### config.mk
export PLATFORM = sky130hd
export DESIGN_NAME = biphasic_stim_pulse_timer
export DESIGN_NICKNAME = d
export VERILOG_FILES = /design/src/hdl/bspt_pkg.sv /design/src/hdl/biphasic_stim_pulse_timer.sv /design/src/hdl/bspt_cfg_regs.sv /design/src/hdl/bspt_pulse_seq.sv /design/src/hdl/bspt_uptime.sv /design/src/hdl/bspt_out_skid.sv
export SDC_FILE = /design/constraint.sdc
export NUM_CORES = 1
export LEC_CHECK = 0
export BUFFER_PORTS_ARGS = -buffer_cell sky130_fd_sc_hd__buf_4
export CAP_MARGIN = 20
export CELL_PAD_IN_SITES_DETAIL_PLACEMENT = 1
export CELL_PAD_IN_SITES_GLOBAL_PLACEMENT = 1
export CORE_UTILIZATION = 48
export CTS_BUF_LIST = sky130_fd_sc_hd__clkbuf_16
export CTS_CLUSTER_DIAMETER = 100
export DETAILED_ROUTE_END_ITERATION = 12
export HOLD_SLACK_MARGIN = 0.1
export PLACE_DENSITY = 0.85
export REMOVE_ABC_BUFFERS = 1
export SLEW_MARGIN = 20
export SYNTH_ARGS = -nofsm -noshare
export SYNTH_HDL_FRONTEND = slang
export SYNTH_SLANG_ARGS = --single-unit
### constraint.sdc
create_clock -name aclk -period 4.4 [get_ports aclk]
set_input_delay 0.44 -clock aclk [delete_from_list [all_inputs] [get_ports aclk]]
set_output_delay 0.44 -clock aclk [all_outputs]
set_load 0.01 [all_outputs]
### src/hdl/bspt_pkg.sv
// Shared types, register codes and constants for the biphasic stimulus pulse timer.
package bspt_pkg;

    // Register indexes on the configuration write port.
    typedef enum logic [1:0] {
        CFG_PULSE_PERIOD   = 2'd0,
        CFG_PULSE_CURRENT  = 2'd1,
        CFG_PHASE_WIDTH    = 2'd2,
        CFG_INTERPHASE_GAP = 2'd3
    } cfg_addr_t;

    localparam int CFG_ADDR_W = 2;
    localparam int CFG_DATA_W = 16;

    // Register limits and reset values.
    localparam logic [15:0] PERIOD_MIN   = 16'd160;
    localparam logic [15:0] PERIOD_RESET = 16'd6554;
    localparam logic [7:0]  CURRENT_MAX  = 8'd200;
    localparam logic [7:0]  WIDTH_MIN    = 8'd1;
    localparam logic [7:0]  WIDTH_RESET  = 8'd57;
    localparam logic [7:0]  GAP_RESET    = 8'd6;

    // Low-frequency ticks per uptime second, as the exponent of a power of two.
    localparam int SECOND_DIVIDE_BITS_DEF = 15;

    // Widths of the stream payloads.
    localparam int S_TDATA_W = 8;
    localparam int M_TDATA_W = 48;

    // Pulse sequence phases.
    typedef enum logic [2:0] {
        PH_IDLE = 3'd0,
        PH_FWD  = 3'd1,
        PH_GAP  = 3'd2,
        PH_REV  = 3'd3
    } phase_t;

    // Electrode drive codes.
    typedef enum logic [1:0] {
        MODE_GND = 2'd0,
        MODE_FWD = 2'd1,
        MODE_REV = 2'd2
    } mode_t;

    // Live configuration register values.
    typedef struct packed {
        logic [15:0] pulse_period;
        logic [7:0]  pulse_current;
        logic [7:0]  phase_width;
        logic [7:0]  interphase_gap;
    } cfg_t;

    // Pulse part of one result.
    typedef struct packed {
        logic       pulse_busy;
        logic [7:0] dac_code;
        mode_t      electrode_mode;
    } pulse_out_t;

    // One result item, first field in the highest bits.
    typedef struct packed {
        logic [31:0] uptime_seconds;
        logic        pulse_busy;
        logic [7:0]  dac_code;
        logic [1:0]  electrode_mode;
    } result_t;

    localparam int RESULT_W = $bits(result_t);

endpackage

### src/hdl/biphasic_stim_pulse_timer.sv
// Top level: biphasic stimulus pulse timer with stream input and output.
// A result is registered in the output register, or first in the skid stage when the output stalls.
// Throughput: one transaction per cycle while s_tready is high; the state update and result are combinational.
// A stalled output is absorbed by one skid stage; s_tready falls only when it is full.
// Reset (aresetn low, synchronous) idles the pulse, clears counters and empties the output,
// and loads the register reset values.
module biphasic_stim_pulse_timer
    import bspt_pkg::*;
#(
    parameter int SECOND_DIVIDE_BITS = SECOND_DIVIDE_BITS_DEF
) (
    input  logic                  aclk,
    input  logic                  aresetn,
    // Configuration write port.
    input  logic                  cfg_wr_en,
    input  logic [CFG_ADDR_W-1:0] cfg_addr,
    input  logic [CFG_DATA_W-1:0] cfg_wdata,
    // Input stream.
    input  logic                  s_tvalid,
    output logic                  s_tready,
    input  logic [S_TDATA_W-1:0]  s_tdata,  // [0] lf_tick, [1] us_tick, rest zero
    // Result stream.
    output logic                  m_tvalid,
    input  logic                  m_tready,
    output logic [M_TDATA_W-1:0]  m_tdata   // [1:0] electrode_mode, [9:2] dac_code,
                                            // [10] pulse_busy, [42:11] uptime_seconds
);

    cfg_t       cfg;
    pulse_out_t pulse_out;
    result_t    result;
    result_t    m_data;
    logic [31:0] uptime_seconds;
    logic       accept;
    logic       lf_tick;
    logic       us_tick;

    assign accept  = s_tvalid && s_tready;
    assign lf_tick = s_tdata[0];
    assign us_tick = s_tdata[1];

    bspt_cfg_regs u_cfg_regs (
        .aclk      (aclk),
        .aresetn   (aresetn),
        .cfg_wr_en (cfg_wr_en),
        .cfg_addr  (cfg_addr),
        .cfg_wdata (cfg_wdata),
        .cfg       (cfg)
    );

    bspt_pulse_seq u_pulse_seq (
        .aclk      (aclk),
        .aresetn   (aresetn),
        .step_en   (accept),
        .lf_tick   (lf_tick),
        .us_tick   (us_tick),
        .cfg       (cfg),
        .pulse_out (pulse_out)
    );

    bspt_uptime #(
        .SECOND_DIVIDE_BITS (SECOND_DIVIDE_BITS)
    ) u_uptime (
        .aclk           (aclk),
        .aresetn        (aresetn),
        .step_en        (accept),
        .lf_tick        (lf_tick),
        .uptime_seconds (uptime_seconds)
    );

    // Assemble the result of this transaction.
    always_comb begin
        result.electrode_mode = pulse_out.electrode_mode;
        result.dac_code       = pulse_out.dac_code;
        result.pulse_busy     = pulse_out.pulse_busy;
        result.uptime_seconds = uptime_seconds;
    end

    bspt_out_skid u_out_skid (
        .aclk      (aclk),
        .aresetn   (aresetn),
        .push      (accept),
        .push_data (result),
        .ready     (s_tready),
        .m_tvalid  (m_tvalid),
        .m_tready  (m_tready),
        .m_data    (m_data)
    );

    assign m_tdata = {{(M_TDATA_W - RESULT_W){1'b0}}, m_data};

endmodule

### src/hdl/bspt_cfg_regs.sv
// Configuration registers with saturation on write.
module bspt_cfg_regs
    import bspt_pkg::*;
(
    input  logic                  aclk,
    input  logic                  aresetn,
    input  logic                  cfg_wr_en,
    input  logic [CFG_ADDR_W-1:0] cfg_addr,
    input  logic [CFG_DATA_W-1:0] cfg_wdata,
    output cfg_t                  cfg
);

    cfg_t       cfg_reg;
    cfg_t       cfg_next;
    logic [7:0] wdata_lo;

    assign wdata_lo = cfg_wdata[7:0];

    // Decode the write and clamp the value into the register's range.
    always_comb begin
        cfg_next = cfg_reg;
        if (cfg_wr_en) begin
            unique case (cfg_addr_t'(cfg_addr))
                CFG_PULSE_PERIOD: begin
                    cfg_next.pulse_period = (cfg_wdata < PERIOD_MIN) ? PERIOD_MIN : cfg_wdata;
                end
                CFG_PULSE_CURRENT: begin
                    cfg_next.pulse_current = (wdata_lo > CURRENT_MAX) ? CURRENT_MAX : wdata_lo;
                end
                CFG_PHASE_WIDTH: begin
                    cfg_next.phase_width = (wdata_lo == 8'd0) ? WIDTH_MIN : wdata_lo;
                end
                CFG_INTERPHASE_GAP: begin
                    cfg_next.interphase_gap = wdata_lo;
                end
                default: begin
                    cfg_next = cfg_reg;
                end
            endcase
        end
    end

    // Register bank.
    always_ff @(posedge aclk) begin
        if (!aresetn) begin
            cfg_reg.pulse_period   <= PERIOD_RESET;
            cfg_reg.pulse_current  <= 8'd0;
            cfg_reg.phase_width    <= WIDTH_RESET;
            cfg_reg.interphase_gap <= GAP_RESET;
        end else begin
            cfg_reg <= cfg_next;
        end
    end

    assign cfg = cfg_reg;

    // The stored period never falls below its minimum.
    a_period_floor: assert property (@(posedge aclk) disable iff (!aresetn)
        $past(aresetn) |-> (cfg_reg.pulse_period >= PERIOD_MIN))
        else $error("pulse period below minimum");

    // The stored current never exceeds its maximum.
    a_current_ceiling: assert property (@(posedge aclk) disable iff (!aresetn)
        $past(aresetn) |-> (cfg_reg.pulse_current <= CURRENT_MAX))
        else $error("pulse current above maximum");

endmodule

### src/hdl/bspt_pulse_seq.sv
// Period counter and biphasic pulse phase sequencer.
module bspt_pulse_seq
    import bspt_pkg::*;
(
    input  logic       aclk,
    input  logic       aresetn,
    input  logic       step_en,
    input  logic       lf_tick,
    input  logic       us_tick,
    input  cfg_t       cfg,
    output pulse_out_t pulse_out
);

    phase_t      phase_reg;
    phase_t      phase_next;
    phase_t      phase_us;
    logic [7:0]  us_count_reg;
    logic [7:0]  us_count_next;
    logic [7:0]  us_count_us;
    logic [7:0]  us_count_inc;
    logic [15:0] period_count_reg;
    logic [15:0] period_count_next;
    logic [15:0] period_count_inc;
    logic [7:0]  dur;
    logic        in_pulse;
    logic        phase_done;

    assign us_count_inc     = us_count_reg + 8'd1;
    assign period_count_inc = period_count_reg + 16'd1;
    assign phase_done       = us_tick && in_pulse && (us_count_inc >= dur);

    // Phase state register and counters.
    always_ff @(posedge aclk) begin
        if (!aresetn) begin
            phase_reg        <= PH_IDLE;
            us_count_reg     <= 8'd0;
            period_count_reg <= 16'd0;
        end else begin
            phase_reg        <= phase_next;
            us_count_reg     <= us_count_next;
            period_count_reg <= period_count_next;
        end
    end

    // Duration of the running phase, read live from the registers.
    always_comb begin
        dur      = cfg.phase_width;
        in_pulse = 1'b1;
        unique case (phase_reg)
            PH_FWD, PH_REV: dur = cfg.phase_width;
            PH_GAP:         dur = cfg.interphase_gap;
            default:        in_pulse = 1'b0;
        endcase
    end

    // The running pulse advances on the microsecond tick first.
    always_comb begin
        phase_us    = phase_reg;
        us_count_us = us_count_reg;
        if (!in_pulse) begin
            // Idle, or an unused code that falls back to idle.
            phase_us    = PH_IDLE;
            us_count_us = 8'd0;
        end else if (us_tick) begin
            if (phase_done) begin
                us_count_us = 8'd0;
                unique case (phase_reg)
                    PH_FWD:  phase_us = (cfg.interphase_gap == 8'd0) ? PH_REV : PH_GAP;
                    PH_GAP:  phase_us = PH_REV;
                    default: phase_us = PH_IDLE;
                endcase
            end else begin
                us_count_us = us_count_inc;
            end
        end
    end

    // Then the period counter; a match starts a pulse only when idle.
    always_comb begin
        phase_next        = phase_reg;
        us_count_next     = us_count_reg;
        period_count_next = period_count_reg;
        if (step_en) begin
            phase_next    = phase_us;
            us_count_next = us_count_us;
            if (lf_tick) begin
                period_count_next = period_count_inc;
                if (period_count_inc >= cfg.pulse_period) begin
                    period_count_next = 16'd0;
                    if (phase_us == PH_IDLE) begin
                        phase_next    = PH_FWD;
                        us_count_next = 8'd0;
                    end
                end
            end
        end
    end

    // Electrode drive follows the phase after this transaction's update.
    always_comb begin
        pulse_out.electrode_mode = MODE_GND;
        pulse_out.dac_code       = 8'd0;
        pulse_out.pulse_busy     = (phase_us != PH_IDLE);
        if (lf_tick && (period_count_inc >= cfg.pulse_period) && (phase_us == PH_IDLE)) begin
            pulse_out.electrode_mode = MODE_FWD;
            pulse_out.dac_code       = cfg.pulse_current;
            pulse_out.pulse_busy     = 1'b1;
        end else begin
            unique case (phase_us)
                PH_FWD: begin
                    pulse_out.electrode_mode = MODE_FWD;
                    pulse_out.dac_code       = cfg.pulse_current;
                end
                PH_REV: begin
                    pulse_out.electrode_mode = MODE_REV;
                    pulse_out.dac_code       = cfg.pulse_current;
                end
                default: begin
                    pulse_out.electrode_mode = MODE_GND;
                end
            endcase
        end
    end

    // The microsecond count is zero whenever no pulse runs.
    a_idle_count_clear: assert property (@(posedge aclk) disable iff (!aresetn)
        $past(aresetn) && (phase_reg == PH_IDLE) |-> (us_count_reg == 8'd0))
        else $error("us count not cleared while idle");

    // A pulse starts only on an accepted low-frequency tick.
    a_start_on_lf: assert property (@(posedge aclk) disable iff (!aresetn)
        $past(aresetn) && (phase_reg == PH_FWD) && ($past(phase_reg) == PH_IDLE)
        |-> $past(step_en && lf_tick))
        else $error("pulse started without a low-frequency tick");

endmodule

### src/hdl/bspt_uptime.sv
// Uptime seconds counter fed by a power-of-two tick divider.
module bspt_uptime
    import bspt_pkg::*;
#(
    parameter int SECOND_DIVIDE_BITS = SECOND_DIVIDE_BITS_DEF
) (
    input  logic        aclk,
    input  logic        aresetn,
    input  logic        step_en,
    input  logic        lf_tick,
    output logic [31:0] uptime_seconds
);

    logic [SECOND_DIVIDE_BITS-1:0] divider_reg;
    logic [SECOND_DIVIDE_BITS-1:0] divider_next;
    logic [31:0]                   seconds_reg;
    logic [31:0]                   seconds_next;
    logic                          tick;
    logic                          wrap;

    assign tick = step_en && lf_tick;
    assign wrap = tick && (&divider_reg);

    always_comb begin
        divider_next = tick ? divider_reg + {{(SECOND_DIVIDE_BITS-1){1'b0}}, 1'b1}
                            : divider_reg;
        seconds_next = wrap ? seconds_reg + 32'd1 : seconds_reg;
    end

    always_ff @(posedge aclk) begin
        if (!aresetn) begin
            divider_reg <= '0;
            seconds_reg <= 32'd0;
        end else begin
            divider_reg <= divider_next;
            seconds_reg <= seconds_next;
        end
    end

    // The result carries the count after this transaction's update.
    assign uptime_seconds = seconds_next;

    // Seconds advance only when the divider rolls over.
    a_second_on_wrap: assert property (@(posedge aclk) disable iff (!aresetn)
        $past(aresetn) && (seconds_reg != $past(seconds_reg))
        |-> ($past(wrap) && (divider_reg == '0)))
        else $error("seconds advanced without divider rollover");

endmodule

### src/hdl/bspt_out_skid.sv
// Output register with a skid stage for the result stream.
module bspt_out_skid
    import bspt_pkg::*;
(
    input  logic    aclk,
    input  logic    aresetn,
    input  logic    push,
    input  result_t push_data,
    output logic    ready,
    output logic    m_tvalid,
    input  logic    m_tready,
    output result_t m_data
);

    logic    out_valid_reg;
    logic    out_valid_next;
    logic    skid_valid_reg;
    logic    skid_valid_next;
    result_t out_data_reg;
    result_t out_data_next;
    result_t skid_data_reg;
    result_t skid_data_next;
    logic    pop;

    assign pop   = out_valid_reg && m_tready;
    assign ready = !skid_valid_reg;

    // Refill the output register from the skid stage first, then from a new result.
    always_comb begin
        out_valid_next  = out_valid_reg;
        skid_valid_next = skid_valid_reg;
        out_data_next   = out_data_reg;
        skid_data_next  = skid_data_reg;
        if (!out_valid_reg || pop) begin
            if (skid_valid_reg) begin
                out_data_next   = skid_data_reg;
                out_valid_next  = 1'b1;
                skid_valid_next = 1'b0;
            end else begin
                out_data_next  = push_data;
                out_valid_next = push;
            end
        end else if (push) begin
            skid_data_next  = push_data;
            skid_valid_next = 1'b1;
        end
    end

    always_ff @(posedge aclk) begin
        if (!aresetn) begin
            out_valid_reg  <= 1'b0;
            skid_valid_reg <= 1'b0;
        end else begin
            out_valid_reg  <= out_valid_next;
            skid_valid_reg <= skid_valid_next;
        end
    end

    always_ff @(posedge aclk) begin
        out_data_reg  <= out_data_next;
        skid_data_reg <= skid_data_next;
    end

    assign m_tvalid = out_valid_reg;
    assign m_data   = out_data_reg;

    // The skid stage holds data only behind a full output register.
    a_skid_behind_out: assert property (@(posedge aclk) disable iff (!aresetn)
        skid_valid_reg |-> out_valid_reg)
        else $error("skid stage valid with empty output register");

    // A result pushed into a stalled full output goes to the skid stage.
    a_stall_to_skid: assert property (@(posedge aclk) disable iff (!aresetn)
        push && out_valid_reg && !m_tready |=> skid_valid_reg)
        else $error("result lost on stalled output");

endmodule
=== Yosys cells after proc, flatten, opt, wreduce, memory -nomap -nowiden ===
Cells that the tools add are included.

* Input bits: 31
* Register bits: 202
* Logic and storage cells: 90

* Reduce and logical (&&, ||, !) cells: 26
* Order comparisons: 4
* Bitwise logic cells: 2
* Equality and inequality tests: 8
* Mux-type cells: 27
* Add/subtract/negate cells: 4

{| class="wikitable"
|+ Operators with widths
! kind !! number
|-
| two-way mux 8 bit || 10
|-
| two-way mux 43 bit || 1
|-
| adder 32 x 1 -> 32 bit (second input constant) || 1
|-
| two-way mux 16 bit || 2
|-
| two-way mux 32 bit || 1
|-
| two-way mux 3 bit || 6
|-
| adder 16 x 1 -> 16 bit (second input constant) || 1
|-
| greater-or-equal comparator 16 bit || 1
|-
| logical NOT 8 bit || 2
|-
| less-than comparator 16 x 8 -> 1 bit (second input constant) || 1
|-
| adder 15 x 1 -> 15 bit (second input constant) || 1
|-
| AND reduction 15 bit || 1
|-
| AND reduction 2 bit || 6
|-
| two-way mux 10 bit || 1
|-
| equality test 3 x 2 -> 1 bit (second input constant) || 3
|-
| adder 8 x 1 -> 8 bit (second input constant) || 1
|-
| greater-or-equal comparator 8 bit || 1
|-
| > comparator 8 bit (second input constant) || 1
|-
| logical AND 1 bit || 8
|-
| equality test 3 x 1 -> 1 bit (second input constant) || 2
|-
| case mux 3 bit (2 select lines) || 1
|-
| equality test 2 bit (second input constant) || 2
|-
| two-way mux 1 bit || 4
|-
| case mux 2 bit (2 select lines) || 1
|-
| 9 further kinds || 12
|}

=== Logic depth before layout (Yosys ltp) ===
* Depth in word-level cells: 13
* Mapped depth: 17
* Depth with buffers taken out: 14

=== Cells and area by module ===
A second synthesis with hierarchy kept.

* Cell total of the unflattened synthesis: 943
* Area, all modules: 10088.4 um^2

{| class="wikitable"
|+ By module, submodules not included
! module !! cells each !! area an instance (um^2) !! sequential area each (um^2) !! times used
|-
| bspt_out_skid || 143 || 3384.5 || 2622.5 || 1
|-
| bspt_uptime || 327 || 2790.2 || 940.9 || 1
|-
| bspt_pulse_seq || 283 || 2312.2 || 540.5 || 1
|-
| bspt_cfg_regs || 183 || 1554.0 || 800.8 || 1
|-
| biphasic_stim_pulse_timer || 7 || 47.5 || 0.0 || 1
|}

=== Least setup slack after synthesis ===
Ideal clock, no wire load.

* Kind: input -> register
* From: input m_tready
* To: register u_out_skid.skid_data_reg[0] in the netlist's numbering (enable)
* Setup slack: 0.479 ns
* Stages on the path: 2
* Arrival: 3.477 ns
* Cells stage by stage: nand2b_1 -> nor2_1

* Longest elaborated chain between the ends: 4

{| class="wikitable"
|+ Ends and longest elaborated chain
! item !! line !! source
|-
| start: declaration || biphasic_stim_pulse_timer.sv:24 || <nowiki>input logic m_tready,</nowiki>
|-
| logical AND 1 bit || bspt_out_skid.sv:25 || <nowiki>assign pop = out_valid_reg && m_tready;</nowiki>
|-
| logical OR 1 bit || bspt_out_skid.sv:34 || <nowiki>if (!out_valid_reg || pop) begin</nowiki>
|-
| NOT 1 bit (no source line) || - ||
|-
| AND reduction 2 bit (no source line) || - ||
|-
| end signal: assignment || bspt_out_skid.sv:61 || <nowiki>skid_data_reg <= skid_data_next;</nowiki>
|-
| end: declaration || bspt_out_skid.sv:21 || <nowiki>result_t skid_data_reg;</nowiki>
|}

Every way passes these cells.
A chain may end at the register's enable or synchronous reset.

=== Worst setup path after layout ===
* From: register u_pulse_seq.period_count_reg[0]
* To: register u_out_skid.out_data_reg (netlist bit u_out_skid.m_data[2]), data pin

* Longest elaborated chain between the ends: 6

{| class="wikitable"
|+ Ends and longest elaborated chain
! item !! line !! source
|-
| start: declaration || bspt_pulse_seq.sv:21 || <nowiki>logic [15:0] period_count_reg;</nowiki>
|-
| start signal: assignment || bspt_pulse_seq.sv:41 || <nowiki>period_count_reg <= period_count_next;</nowiki>
|-
| adder 16 x 1 -> 16 bit || bspt_pulse_seq.sv:29 || <nowiki>assign period_count_inc = period_count_reg + 16'd1;</nowiki>
|-
| greater-or-equal comparator 16 bit || bspt_pulse_seq.sv:104 || <nowiki>if (lf_tick && (period_count_inc >= cfg.pulse_period) && (phase_us == PH_IDLE)) begin</nowiki>
|-
| logical AND 1 bit (2 in series) || bspt_pulse_seq.sv:104 ||
|-
| two-way mux 10 bit || bspt_pulse_seq.sv:104 ||
|-
| two-way mux 43 bit || bspt_out_skid.sv:35 || <nowiki>if (skid_valid_reg) begin</nowiki>
|-
| end signal: assignment || bspt_out_skid.sv:60 || <nowiki>out_data_reg <= out_data_next;</nowiki>
|-
| end: declaration || bspt_out_skid.sv:19 || <nowiki>result_t out_data_reg;</nowiki>
|}

Every way passes these cells.

==> implementation parameters <==
Parameter                              Value

Critical path
  Crit end category    flop
  Most frequent CP cell    and3_1
  CP arrival    4.25 ns
  Setup crit start kind    flop
  Max Fanout on Critical Path    17
  Crit path buffers/inverters    0
  Series of cell instances along the critical path    ha_1 > and3_1 > and3_1 > and3_1 > nand3_1 > xnor2_1 > ha_1 > o21ai_0 > nor2_1 > a2111oi_2 > o21ai_0 > nand2_1 > o21ai_4 > a31o_2
  Category of cells accounting for the largest share of critical-path delay    compound AO/OA/AOI/OAI gates
  CP max-delay cell    a2111oi_2
  Crit path kind    flop to flop
  Largest stage delay on the critical path    roughly 0.47 ns
  Required time at the endpoint of the critical path    between 4 and 5 ns

Timing
  Number of pins with negative max-slew slack in the final report    0
  Minimum setup slack in the final design    0.408 ns
  Slew headroom    between 30% and 40%
  Setup total negative slack    0 ns
  Number of setup violations in the final report    0
  Unrepaired setup endpoints after global routing    no
  Transition time of the tightest slew-check pin    approximately 0.97 ns
  Fmax    251 MHz
  Ratio of final minimum period to clock period    90.7%
  Final number of hold-violating endpoints    0
  Final worst path period need    3.99 ns
  Layout Skew    0.0146 ns

Placement
  Number of buffer cells added on primary ports    69
  Placer's final routability congestion estimate    0.788
  Detailed placer's ending HPWL    14,300 µm
  Number of placed instances, taps included    1,151
  Pre-CTS WS    0.267 ns

Pwr
  Total power    4.08 mW
  Power density of the placed cells    378 nW/µm²
  Largest vdd supply drop    0.301 mV
  Cell Int Power    3.19 mW
  Portion of total power attributed to sequential cells    about half
  Clk network pwr share    44.7%
  Static power due to leakage    4.35 nW
  Net switching share of the total power    between 20% and 30%
  Net Sw Power    0.899 mW
  Share of total power in combinational logic    5.5%

Synthesis
  Mux cell area share after synthesis    5.45%
  Synthesized-area fraction occupied by adder cells    3.74%
  Number of flops mapped to enable cells by yosys    86
  Share of the synthesized area in compound gates (AO/OA/AOI/OAI)    under 10%
  Synth Area per Inst    between 10 and 15 µm²
  Most instantiated flip-flop cell in the synthesis netlist    dfxtp_1
  Count of synthesis-stage warnings from yosys    0
  Cell variety after synth    74
  Fraction of synthesized cell area in xor and xnor cells    6.32%
  Mapped cell area    9360 µm²
  Synthesized netlist cell count    between 800 and 900
  Post-Synth Simple-Gate Area    19.2%
  Flops & latches, synth    slightly above 200
  Main combinational cell family by area after synthesis    simple AND/OR/NAND/NOR gates
  Share of async-settable or async-resettable flops after synthesis    0%
  Part of the Yosys area used for sequential elements    a little over half

Floorplan
  Die outline area    20,100 µm²
  Effective utilization at floorplan    between 40 and 50%
  Core Region    about 19,000 µm²
  DIE HEIGHT    142 µm
  I/O pin total    81
  Horiz. Die Dim    142 µm
  Row cnt    50

Clock network
  Clock buffer count from CTS    22
  Post-CTS setup-driven buffer insertion count    0
  Gates resized, CTS repair    0
  Hold_buf cts    0
  Clock sinks    between 200 and 250
  Clock buffer depth    3
  Clock slew at reported path FFs    0.06 ns
  Clock tree root buffer cell    clkbuf_16
  TritonCTS clock tree    done
  H-tree levels    1
  Clock network latency to the later pin of the worst-skew pair    0.51 ns

Global route
  Maximum number of pins on one net before global-route repair    109
  Antenna violations before repair    0
  Overflow left after global routing    0
  Number of global-route vias before repair    6,869
  Global router's overall resource usage    between 20% and 30%
  Wire length of the first global-routing pass    ~34,000 µm

Drt
  Routed via count    6,514
  DRC marker count from the first detailed-route iteration    293
  DRC violation count after routing    0
  ANT nets after route    0
  Number of optimization iterations in the first detailed-route pass    4
  Via-per-instance ratio    around 5.5
  Routed wire length    between 20,000 and 25,000 µm
  Wirelength per Cell    17.8 µm

Finish
  Sequential standard cell area    4900 µm²
  Layout cell share with drive strength beyond 1    19.5%
  Inserted Diodes    0
  Total Nets Final    roughly 970
  Final cell utilization of the core    57.2%
  Synthesis-to-finish area growth    15.5%
  Area occupied by multi-input gates    4180 µm²
  Post-route non-filler standard cell count    1,191
  Fill cells    2,011

Min path
  Hold/Removal Path Class    primary input to flop

Outcome
  Result of the run    finished clean

Job
  Total of max-cap violations    0
## metrics by stage
step | instance area, µm² | hold slack, ns
after CTS | 10800 | 0.171
after global routing | 10800 | 0.190
after floorplan | 9170 | 0.438
after global placement | 10100 | 0.456
final | 10800 | 0.181
after detailed placement | 10100 | 0.461
## worst register-to-register path: cells and delay by family, from the launching register on
| kind | cells | cell delay, ns |
|---|---|---|
| flip-flops | 1 | 0.41 |
| XOR/XNOR | 1 | 0.23 |
| adder cells (fa/ha/maj) | 2 | 0.55 |
| AO/OA/AOI/OAI | 5 | 1.32 |
| AND/OR/NAND/NOR | 6 | 1.23 |
## cell type report
class                      count  share of cell area [%]
clock buffer                  22                    5.09
clock inverter                18                    1.54
inverter                      28                   0.972
multi-input combinational    586                    38.7
sequential                   202                    45.4
tap                          260                    3.01
timing repair buffer          75                    5.32
## routing by layer
layer  global-route usage (%)  routed length [µm]
met5                        0                   0
met4                     6.96                 438
met3                     3.10                 728
met2                     40.3               11300
met1                     25.4                8790
## Yosys cell counts, drive strengths merged (28+ instances only)
master	instances	area (µm²)
mux2	37	420
nand3	36	193
nor2	28	108
and2	65	407
ha	28	350
xnor2	40	358
inv	28	105
edfxtp	86	2580
dfxtp	116	2320
nand2	91	349
## worst paths after layout
check                             startpoint                   end  slack [ns]  cells past startpoint
max          u_pulse_seq.period_count_reg[0]  u_out_skid.m_data[2]        0.41                     14
min                            cfg_wdata[12]    u_cfg_regs.cfg[36]        0.18                      3
max reg2reg  u_pulse_seq.period_count_reg[0]  u_out_skid.m_data[2]        0.41                     14
min reg2reg               u_cfg_regs.cfg[14]    u_cfg_regs.cfg[14]        0.46                      2
## cell families after synthesis
group                    Yosys count
AND/OR/NAND/NOR                  320
flip-flops                       202
AO/OA/AOI/OAI                    122
XOR/XNOR                          65
buffers and inverters             65
multiplexers                      46
adder cells (fa/ha/maj)           28
other                              1
## power by group through the flow
stage               Clock, mW  Sequential [mW]  Combinational [mW]
floorplan                   0             2.08              0.0977
global placement            0             2.07               0.217
detailed placement          0             2.07               0.225
CTS                      1.87             2.03               0.229
global route             1.93             2.04               0.248
finish                   1.83             2.03               0.226
## cells in the final DEF (no fill, tap or decap), drive strengths merged, types with 7 or more instances in the layout
cell type  count
dfxtp        116
nand2         91
edfxtp        86
buf           75
and2          65
xnor2         40
mux2          37
nand3         36
inv           34
ha            28
nor2          28
a21boi        25
xor2          25
clkbuf        22
and3          19
a21oi         17
nor2b         17
o21ai         17
nand4         16
a22oi         13
nor3          13
a31oi         11
mux2i          9
o211ai         8
a31o           8
nor4           8
clkinv         8
nand2b         7
No activity file was read; power rests on OpenSTA's default activity.
